--- config.mk ---
export PLATFORM = sky130hd
export DESIGN_NAME = move_to_front_list_unit
export DESIGN_NICKNAME = d
export VERILOG_FILES = /design/src/mtf_pkg.sv /design/src/move_to_front_list_unit.sv /design/src/mtf_ctrl.sv /design/src/mtf_datapath.sv
export SDC_FILE = /design/constraint.sdc
export NUM_CORES = 1
export LEC_CHECK = 0
export CAP_MARGIN = 5
export CORE_ASPECT_RATIO = 0.7
export CORE_MARGIN = 2
export CORE_UTILIZATION = 50
export CTS_BUF_LIST = sky130_fd_sc_hd__clkbuf_4 sky130_fd_sc_hd__clkbuf_8
export DETAILED_ROUTE_END_ITERATION = 10
export DONT_BUFFER_PORTS = 1
export PLACE_DENSITY = 0.64
export SETUP_SLACK_MARGIN = 0.4
export SLEW_MARGIN = 30
export SYNTH_ARGS = -nofsm -noshare
export SYNTH_HDL_FRONTEND = slang
export SYNTH_SLANG_ARGS = --single-unit
--- constraint.sdc ---
create_clock -name i_clk -period 10.8 [get_ports i_clk]
set_input_delay 2.16 -clock i_clk [delete_from_list [all_inputs] [get_ports i_clk]]
set_output_delay 2.16 -clock i_clk [all_outputs]
set_load 0.01 [all_outputs]
--- src/mtf_pkg.sv ---
`timescale 1ns / 1ps
// ----------------------------------------------------------------------------
// mtf_pkg: shared types and codes for the move-to-front list unit
// Command and result structs, operation and status codes, controller strobes.
// ----------------------------------------------------------------------------
package mtf_pkg;

    localparam int DEPTH_DEF = 16;

    localparam logic [1:0] MODE_INSERT = 2'd0;
    localparam logic [1:0] MODE_DELETE = 2'd1;
    localparam logic [1:0] MODE_SEARCH = 2'd2;

    localparam logic [1:0] ST_OK   = 2'd0;
    localparam logic [1:0] ST_DUP  = 2'd1;
    localparam logic [1:0] ST_FULL = 2'd2;
    localparam logic [1:0] ST_MISS = 2'd3;

    typedef struct packed {
        logic [1:0]         mode;
        logic signed [31:0] value;
        logic [3:0]         position;
    } t_cmd;

    typedef struct packed {
        logic [1:0] status;
        logic [4:0] found_position;
        logic [4:0] entry_count;
    } t_result;

    // controller to datapath strobes
    typedef struct packed {
        logic load;
        logic cmp;
        logic upd;
    } t_ctrl;

endpackage

--- src/move_to_front_list_unit.sv ---
`timescale 1ns / 1ps
// ----------------------------------------------------------------------------
// move_to_front_list_unit: move-to-front self-organising list
// A transaction is taken when start is high and busy is low. Each one passes
// through a compare cycle in which every list cell checks the value, and
// an update cycle in which the cells shift. busy is high only in the compare
// cycle, so a new transaction can be taken during the update of the last one.
// The result is registered on o_result, with o_done high for exactly one cycle
// in the cycle after the update; there is no back-pressure, the receiver must take it then.
// ----------------------------------------------------------------------------
module move_to_front_list_unit #(
    parameter int DEPTH = mtf_pkg::DEPTH_DEF
) (
    input  logic             i_clk,
    input  logic             i_rst_n,
    input  logic             start,
    output logic             busy,
    input  mtf_pkg::t_cmd    i_cmd,
    output logic             o_done,
    output mtf_pkg::t_result o_result
);
    import mtf_pkg::*;

    t_ctrl w_ctrl;

    mtf_ctrl u_ctrl (
        .i_clk   (i_clk),
        .i_rst_n (i_rst_n),
        .i_start (start),
        .o_busy  (busy),
        .o_done  (o_done),
        .o_ctrl  (w_ctrl)
    );

    mtf_datapath #(
        .DEPTH (DEPTH)
    ) u_datapath (
        .i_clk    (i_clk),
        .i_rst_n  (i_rst_n),
        .i_ctrl   (w_ctrl),
        .i_cmd    (i_cmd),
        .o_result (o_result)
    );

    // an accepted transaction always enters the compare cycle
    a_accept_busy: assert property (@(posedge i_clk) disable iff (!i_rst_n)
        (start && !busy) |=> busy)
        else $error("transaction accepted without entering compare");

    // compare lasts exactly one cycle
    a_busy_one: assert property (@(posedge i_clk) disable iff (!i_rst_n)
        busy |=> !busy)
        else $error("busy held for more than one cycle");

    // every compare is followed by the update and then the result strobe
    a_busy_done: assert property (@(posedge i_clk) disable iff (!i_rst_n)
        busy |-> ##2 o_done)
        else $error("result strobe missing after compare");

    // a failed operation never reports a position
    a_fail_nopos: assert property (@(posedge i_clk) disable iff (!i_rst_n)
        (o_done && o_result.status != ST_OK) |-> (o_result.found_position == 5'd0))
        else $error("position reported on failed transaction");

endmodule

--- src/mtf_ctrl.sv ---
`timescale 1ns / 1ps
// ----------------------------------------------------------------------------
// mtf_ctrl: sequencer for the move-to-front list unit
// Steps each transaction through a compare cycle and an update cycle.
// ----------------------------------------------------------------------------
module mtf_ctrl (
    input  logic          i_clk,
    input  logic          i_rst_n,
    input  logic          i_start,
    output logic          o_busy,
    output logic          o_done,
    output mtf_pkg::t_ctrl o_ctrl
);
    import mtf_pkg::*;

    typedef enum logic [1:0] {
        S_IDLE,
        S_CMP,
        S_UPD
    } t_state;

    t_state r_state;
    t_state n_state;
    logic   r_done;
    logic   w_accept;

    assign o_busy   = (r_state == S_CMP);
    assign w_accept = i_start && !o_busy;

    always_comb begin
        n_state = r_state;
        unique case (r_state)
            S_IDLE: begin
                if (w_accept) n_state = S_CMP;
            end
            S_CMP: begin
                n_state = S_UPD;
            end
            S_UPD: begin
                // next transaction may enter while this one writes back
                n_state = w_accept ? S_CMP : S_IDLE;
            end
            default: begin
                n_state = S_IDLE;
            end
        endcase
    end

    always_ff @(posedge i_clk) begin
        if (!i_rst_n) begin
            r_state <= S_IDLE;
            r_done  <= 1'b0;
        end else begin
            r_state <= n_state;
            r_done  <= (r_state == S_UPD);
        end
    end

    assign o_done      = r_done;
    assign o_ctrl.load = w_accept;
    assign o_ctrl.cmp  = (r_state == S_CMP);
    assign o_ctrl.upd  = (r_state == S_UPD);

endmodule

--- src/mtf_datapath.sv ---
`timescale 1ns / 1ps
// ----------------------------------------------------------------------------
// mtf_datapath: list cells, match logic and result register
// Per-cell compare against the command value, then a per-cell shift update.
// ----------------------------------------------------------------------------
module mtf_datapath #(
    parameter int DEPTH = mtf_pkg::DEPTH_DEF
) (
    input  logic             i_clk,
    input  logic             i_rst_n,
    input  mtf_pkg::t_ctrl   i_ctrl,
    input  mtf_pkg::t_cmd    i_cmd,
    output mtf_pkg::t_result o_result
);
    import mtf_pkg::*;

    localparam int CW = $clog2(DEPTH + 1);
    localparam int IW = $clog2(DEPTH);

    t_cmd          r_cmd;
    logic [31:0]   r_entry [DEPTH];
    logic [31:0]   n_entry [DEPTH];
    logic [CW-1:0] r_count;
    logic [CW-1:0] n_count;
    logic          r_hit;
    logic [IW-1:0] r_idx;
    logic          n_hit;
    logic [IW-1:0] n_idx;
    t_result       r_result;
    t_result       n_result;
    logic [DEPTH-1:0] w_match;

    // entries are distinct, so at most one cell matches
    always_comb begin
        n_idx = '0;
        for (int i = 0; i < DEPTH; i++) begin
            w_match[i] = (r_entry[i] == r_cmd.value) && (32'(i) < 32'(r_count));
            if (w_match[i]) n_idx = n_idx | IW'(i);
        end
        n_hit = |w_match;
    end

    always_comb begin
        n_entry  = r_entry;
        n_count  = r_count;
        n_result.status         = ST_MISS;
        n_result.found_position = '0;
        unique case (r_cmd.mode)
            MODE_INSERT: begin
                if (r_hit) begin
                    n_result.status = ST_DUP;
                end else if (32'(r_count) >= 32'(DEPTH)) begin
                    n_result.status = ST_FULL;
                end else begin
                    n_entry[0] = r_cmd.value;
                    for (int i = 1; i < DEPTH; i++) begin
                        n_entry[i] = r_entry[i-1];
                    end
                    n_count = CW'(r_count + 1'b1);
                    n_result.status = ST_OK;
                end
            end
            MODE_DELETE: begin
                if (32'(r_cmd.position) < 32'(r_count)) begin
                    for (int i = 0; i < DEPTH - 1; i++) begin
                        if (32'(i) >= 32'(r_cmd.position)) n_entry[i] = r_entry[i+1];
                    end
                    n_count = CW'(r_count - 1'b1);
                    n_result.status = ST_OK;
                end
            end
            MODE_SEARCH: begin
                if (r_hit) begin
                    n_entry[0] = r_cmd.value;
                    for (int i = 1; i < DEPTH; i++) begin
                        if (32'(i) <= 32'(r_idx)) n_entry[i] = r_entry[i-1];
                    end
                    n_result.found_position = 5'(32'(r_idx) + 32'd1);
                    n_result.status = ST_OK;
                end
            end
            default: begin
            end
        endcase
        n_result.entry_count = 5'(32'(n_count));
    end

    always_ff @(posedge i_clk) begin
        if (!i_rst_n) begin
            r_count <= '0;
        end else if (i_ctrl.upd) begin
            r_count <= n_count;
        end
    end

    always_ff @(posedge i_clk) begin
        if (i_ctrl.load) r_cmd <= i_cmd;
        if (i_ctrl.cmp) begin
            r_hit <= n_hit;
            r_idx <= n_idx;
        end
        if (i_ctrl.upd) begin
            r_result <= n_result;
            for (int i = 0; i < DEPTH; i++) begin
                r_entry[i] <= n_entry[i];
            end
        end
    end

    assign o_result = r_result;

endmodule

==> impl_metrics.toml, run 1 <==
[run_status]
outcome = "complete, no violations"

[finish]
syn_to_final_growth_pct = 8.850
layout.cells.most_common = "nand2_1"
nFillCells = 5313
nets = 3085
diodes = 0
final_layout_size_suffix_gt1_share_pct = 7.566
final_util_pct = 54.99
mostFrequentLayoutCells = "nand2_1 (1,453), edfxtp_1 (567), xor2_1 (331)"

[synth]
yosys_most_used_dff = "edfxtp_1"
ys_seq_elements = 575
syn_area_um2 = 30200
yosys_warnings = 0
netlist_instances = 3071
synthArstFlopShare_pct = 0
postSynthAreaPerCell_um2 = 9.834
synth_edf_count = 567
ys_seq_area_share_pct = 56.91
ys_types = 57
syn-num-nets = 3121

[clocking]
post_cts_resized = 0
clk_latency_ns = 0.74
cts-root-buf = "clkbuf_8"
clk_path_buf_depth = 3
numCtsBuffers = 91
post_cts_buffers = 0
clkTransAtPathRegs_ns = 0.06
cts_tree = "done"
htreeDepth = 3
holdBufCountCts = 0
cts_sinks = 575

[routing]
vias = 23317
drtIter0Drc = 3958
wire_per_inst_um = 25.83
dr.pass1.iters = 6
wirelength_um = 101100
final_antenna_net_count = 0
routed_via_density = 5.957
drc = 0

[worst_setup_path]
path_cells = "nor2b_2"
crit_start = "u_ctrl.r_state[0]$_SDFFE_PN0P_"
critPathMaxStageDelay_ns = 0.54
worstSetupPathType = "reg -> out"
worst-path-buf-inv = 0
required_ns = 8.64
reg2reg_from = "u_datapath.r_count[1]$_SDFFE_PN0P_"
crit_family = "simple AND/OR/NAND/NOR gates"
cp_slowest_cell = "nor2b_2"
crit_fanout = 8
timing.critical_path.from_type = "flop"
end_kind = "output pin"
arrival_ns = 1.57

[die]
design.core.area_um2 = 59780
pin_count = 55
start_util_pct = 50.52
die_h_um = 209.6
fp.dieW_um = 297.7
fp.dieArea_um2 = 62410
num_rows = 75

[timing]
finalSetupViolations = 0
worst_hold_slack_ns = 0.4248
fmax_mhz = 267.9
finalCriticalPeriod_ns = 3.733
rsz0062_at_grt = "false"
skew_ns = 0.05272
drv_slew = 0
post-route-period-util_pct = 34.56
fin_setup_tns_ns = 0
slew_headroom_pct = 22.25
worst_slew_pin_slew_ns = 1.156
hold_viol = 0

[placed_design]
dpl.hpwl_um = 69490
gp_congestion = 0.9729
io_buffers = 0

[global_route]
antenna_found_initial = 4
busiest_layer = "met1"
gr-total-overflow = 0
grt_pass1_wl_um = 147800
grtUsageMet2_pct = 39.59
met3_usage_pct = 15.29
grt_pass1_vias = 22191
grt_usage_pct = 32.26
grt_max_degree = 244
grt_use_met1_pct = 50.06

[power]
power_density_nw_per_um2 = 148.6
static-leakage-power_nw = 13.00
peakVddDrop_uv = 84.57

[flow_run]
drv_cap = 0

[hold_path]
worstHoldStart = "u_ctrl.r_state[0]$_SDFFE_PN0P_"
hp-class = "reg -> reg"
-- per-layer routing --
layer	routed length (um)	vias up
met5	203	-
met4	1564	10
met3	18140	120
met2	37130	1582
li1	-	10090
met1	44050	11515
-- layout make-up --
cell class / instances / area (um^2) / area share [%]
clock buffer: 129 / 1556 / 4.735
clock inverter: 35 / 237.7 / 0.7232
inverter: 11 / 41.29 / 0.1256
multi-input combinational: 2297 / 12280 / 37.35
sequential: 575 / 17190 / 52.28
tap: 808 / 1011 / 3.075
timing repair buffer: 59 / 563.0 / 1.713
-- worst paths after layout --
check / slack (ns) / to / cells past startpoint
setup / recovery: 7.07 / busy / 1
hold / removal: 0.42 / u_ctrl.r_state[0]$_SDFFE_PN0P_ / 1
hold reg to reg: 0.42 / u_ctrl.r_state[0]$_SDFFE_PN0P_ / 1
setup reg to reg: 7.10 / u_datapath.r_entry[150]$_DFFE_PP_ / 10
-- cell usage after synthesis (all sizes together), types with 2 or more instances --
cell	count	area (um^2)
o31a	2	17.52
dfxtp	8	160.2
nor4	93	581.8
inv	10	37.54
nor2	27	101.4
a21o	3	30.02
edfxtp	567	17030
a21oi	15	75.07
nor2b	4	25.02
nand2b	6	37.54
clkbuf	116	435.4
buf	72	445.4
and3	4	25.02
xnor2	187	1638
nand2	1453	5454
a21boi	2	15.01
a31oi	3	18.77
nand3	18	90.09
ha	9	112.6
o211ai	3	22.52
a221oi	2	17.52
o21ai	14	73.82
xor2	331	2899
or3	3	23.77
nor3	25	140.1
nor3b	3	37.54
o22ai	4	25.02
nand4b	3	41.29
a211oi	5	37.54
a311oi	3	43.80
mux2i	2	20.02
nand4	58	362.9
-- through the flow --
step	total power [mW]	instances	cell area [um^2]	worst slack, ns
finish	4.886	3914	32870	7.067
global route	5.032	3914	32870	6.964
CTS	4.891	3912	32780	6.718
detailed placement	3.006	3748	30980	6.810
global placement	2.998	3746	30920	6.913
floorplan	2.862	3071	30200	5.758
-- sequential cells by signal, summed over array words and instances (netlist names) --
| name | count |
|---|---|
| u_datapath.o_result | 12 |
| u_datapath.r_count | 5 |
| u_ctrl.r_state | 2 |
| u_datapath.r_cmd | 38 |
| u_datapath.r_idx | 4 |
| u_datapath.r_entry | 512 |
| u_datapath.r_hit | 1 |
| u_ctrl.o_done | 1 |
-- where the power goes --
group / internal, mW / switching [mW] / total, mW
sequential: 2.49 / 0.0369 / 2.53
clock: 1.00 / 0.907 / 1.91
combinational: 0.135 / 0.320 / 0.455
total: 3.62 / 1.26 / 4.89
-- cell families (layout without fill, tap and decap cells) --
family | count (synthesis) | after routing | share of synthesized area, %
compound gates | 67 | 67 | 1.570
xor+xnor | 518 | 518 | 15.02
fa+ha+maj | 9 | 9 | 0.3729
buf+inv | 199 | 234 | 3.053
flops | 575 | 575 | 56.91
mux | 2 | 2 | 0.06629
simple gates | 1701 | 1701 | 23.01
No activity file was read; power rests on OpenSTA's default activity.
==> run 2: changes to the inputs <==
Settings changed: ABC_AREA set to 1, PLACE_DENSITY 0.64 to 0.67.
Clock period 10.8 ns to 3.2 ns, I/O delays scaled along.
==> impl_metrics.toml, run 2 <==
[run_status]
outcome = "complete, no violations"

[worst_setup_path]
r2r_slack_ns = 0.36
required_ns = 3.67
crit_family = "simple AND/OR/NAND/NOR gates"
worstSetupPathDepth = 13
reg2reg_from = "u_datapath.r_cmd[17]$_DFFE_PP_"
critPathMaxStageDelay_ns = 0.61
worst-path-buf-inv = 2
endpoint = "u_datapath.r_hit$_DFFE_PP_"
arrival_ns = 3.30
r2r_cells = 13
timing.critical_path.from_type = "flop"
crit_start = "u_datapath.r_cmd[17]$_DFFE_PP_"
end_kind = "flop"
path_cells = "inv_1 -> nand2_1 -> nand2_1 -> nor2_1 -> nand2_1 -> nor2_1 -> nand3_1 -> nor2_1 -> nor2_1 -> buf_4 -> nand2_1 -> nor2_1 -> nand2_1"
cp_slowest_cell = "inv_1"
r2r-end = "u_datapath.r_hit$_DFFE_PP_"
crit_fanout = 8
worstSetupPathType = "reg -> reg"

[timing]
finalSetupViolations = 0
drv_slew = 0
worst_slew_pin_slew_ns = 0.8351
fmax_mhz = 352.5
rsz0062_at_grt = "true"
finalCriticalPeriod_ns = 2.837
skew_ns = 0.05398
post-route-period-util_pct = 88.64
hold_viol = 0
slew_headroom_pct = 43.74
fin_setup_tns_ns = 0

[power]
peakVddDrop_uv = 333.9
p_int_mw = 12.01
p_clk_share_pct = 37.4
p_sw_mw = 4.568
power_density_nw_per_um2 = 473.9
pwr-share-seq_pct = 51.7
static-leakage-power_nw = 14.30
p_comb_share_pct = 10.8
swShare_pct = 27.56

[synth]
yosys_warnings = 0
synth_edf_count = 567
yosys_most_used_dff = "edfxtp_1"
syn-num-nets = 3853
netlist.area_leader.share_pct = 53.47
ys_seq_area_share_pct = 53.98
ys_seq_elements = 575
synth_common_cells = "nand2_1 (1,458), edfxtp_1 (567), o21ai_0 (535), inv_1 (342), nor2_1 (286)"
post-synth-top-area-cell = "edfxtp_1"
ys_types = 40
syn_area_um2 = 31840
netlist_instances = 3803
synthArstFlopShare_pct = 0
synth_most_common_cell = "nand2_1"
synthTopCellsByArea = "edfxtp_1 (53%), nand2_1 (17%), o21ai_0 (8.4%)"
postSynthAreaPerCell_um2 = 8.372

[global_route]
grt_usage_pct = 34.00
antenna_found_initial = 2
grt_max_degree = 178
grt_pass1_wl_um = 162600
grt_pass1_vias = 24300
gr-total-overflow = 0

[routing]
drc = 0
routed_via_density = 5.811
vias = 27557
final_antenna_net_count = 0
wire_per_inst_um = 24.13
drtIter0Drc = 5061
wirelength_um = 114400
dr.pass1.iters = 6

[finish]
final_util_pct = 55.43
diodes = 0
mostFrequentLayoutCells = "nand2_1 (1,458), edfxtp_1 (567), o21ai_0 (535)"
nFillCells = 5789
final_layout_size_suffix_gt1_share_pct = 7.871
nets = 3893
layout.cells.most_common = "nand2_1"
syn_to_final_growth_pct = 9.863
largest_reg_flops = 512
regMostFlops = "u_datapath.r_entry"

[die]
start_util_pct = 50.46
fp.dieW_um = 305.6
fp.dieArea_um2 = 65750
die_h_um = 215.1
design.core.area_um2 = 63100
num_rows = 77
pin_count = 55

[clocking]
cts-root-buf = "clkbuf_8"
cts_sinks = 575
cts_tree = "done"
htreeDepth = 3
clk_path_buf_depth = 3
numCtsBuffers = 92
clk_latency_ns = 0.74
clkTransAtPathRegs_ns = 0.06

[placed_design]
io_buffers = 0
gp_congestion = 0.9928
dpl.hpwl_um = 81830

[flow_run]
drv_cap = 0

[hold_path]
hp-class = "in -> reg"
## run 2: kinds of logic after synthesis
logic type,Yosys count,share of synthesized area [%]
buffers and inverters,561,8.221
AOI/OAI and AO/OA,622,10.03
adders and majority gates,9,0.3537
DFF,575,53.98
and+or+nand+nor,1873,22.94
xor gates and xnor gates,163,4.484
## run 2: how the worst min path moves through the flow
stage | startpoint | slack (ns) | to | cells after the start
after floorplan | u_ctrl.r_state[1]$_SDFFE_PN0P_ | 0.44 | u_ctrl.r_state[1]$_SDFFE_PN0P_ | 1
after global placement | u_ctrl.r_state[1]$_SDFFE_PN0P_ | 0.45 | u_ctrl.r_state[1]$_SDFFE_PN0P_ | 1
after detailed placement | u_ctrl.r_state[1]$_SDFFE_PN0P_ | 0.47 | u_ctrl.r_state[1]$_SDFFE_PN0P_ | 1
after CTS | i_rst_n | 0.005 | u_datapath.r_count[3]$_SDFFE_PN0P_ | 2
after global routing | i_rst_n | 0.06 | u_datapath.r_count[0]$_SDFFE_PN0P_ | 2
final | i_rst_n | 0.04 | u_datapath.r_count[3]$_SDFFE_PN0P_ | 2
## run 2: timing repair
action | CTS | global route
pin swaps | 0 | 3
resized for setup | 2 | 11
endpoints found under the hold margin | 38 | 0
setup buffers | 0 | 10
gates cloned | 0 | 2
setup endpoints to repair | 64 | 183
hold buffers | 38 | 0
## run 2: power groups by stage
stage	Combinational, mW	Sequential (mW)	Clock [mW]
finish	1.80	8.58	6.20
global route	1.92	8.58	6.51
CTS	1.71	8.58	6.23
detailed placement	1.66	8.73	0
global placement	1.64	8.73	0
floorplan	1.14	8.67	0
## run 2: final cells by class
type,instances,area [um^2],area share [%]
inverter,373,1413,4.038
clock buffer,124,1519,4.342
timing repair buffer,134,1364,3.899
sequential,575,17200,49.16
clock inverter,40,181.4,0.5186
tap,829,1037,2.965
multi-input combinational,2667,12270,35.08
## run 2: per-layer routing
layer	share of wire, %	GRT usage (%)	routed length (um)	up-vias
met4	5.0	15.70	5701	4
li1	-	-	-	12421
met5	0.020	0	23	-
met2	40	46.29	45770	2084
met1	41	51.25	46930	12738
met3	14	7.544	16020	310
## run 2: through the flow
| step | hold slack [ns] | total power, mW | setup WS, ns | instance area, um^2 | instances |
|---|---|---|---|---|---|
| 6_report | 0.03825 | 16.58 | 0.3634 | 34980 | 4742 |
| 5_1_grt | 0.06067 | 17.01 | 0.3551 | 34980 | 4742 |
| 4_1_cts | 0.004521 | 16.51 | 0.4687 | 34830 | 4730 |
| 3_5_place_dp | 0.4681 | 10.40 | 0.3836 | 32740 | 4528 |
| 3_3_place_gp | 0.4518 | 10.37 | 0.3782 | 32740 | 4528 |
| 2_1_floorplan | 0.4428 | 9.810 | 0.2241 | 32060 | 3803 |
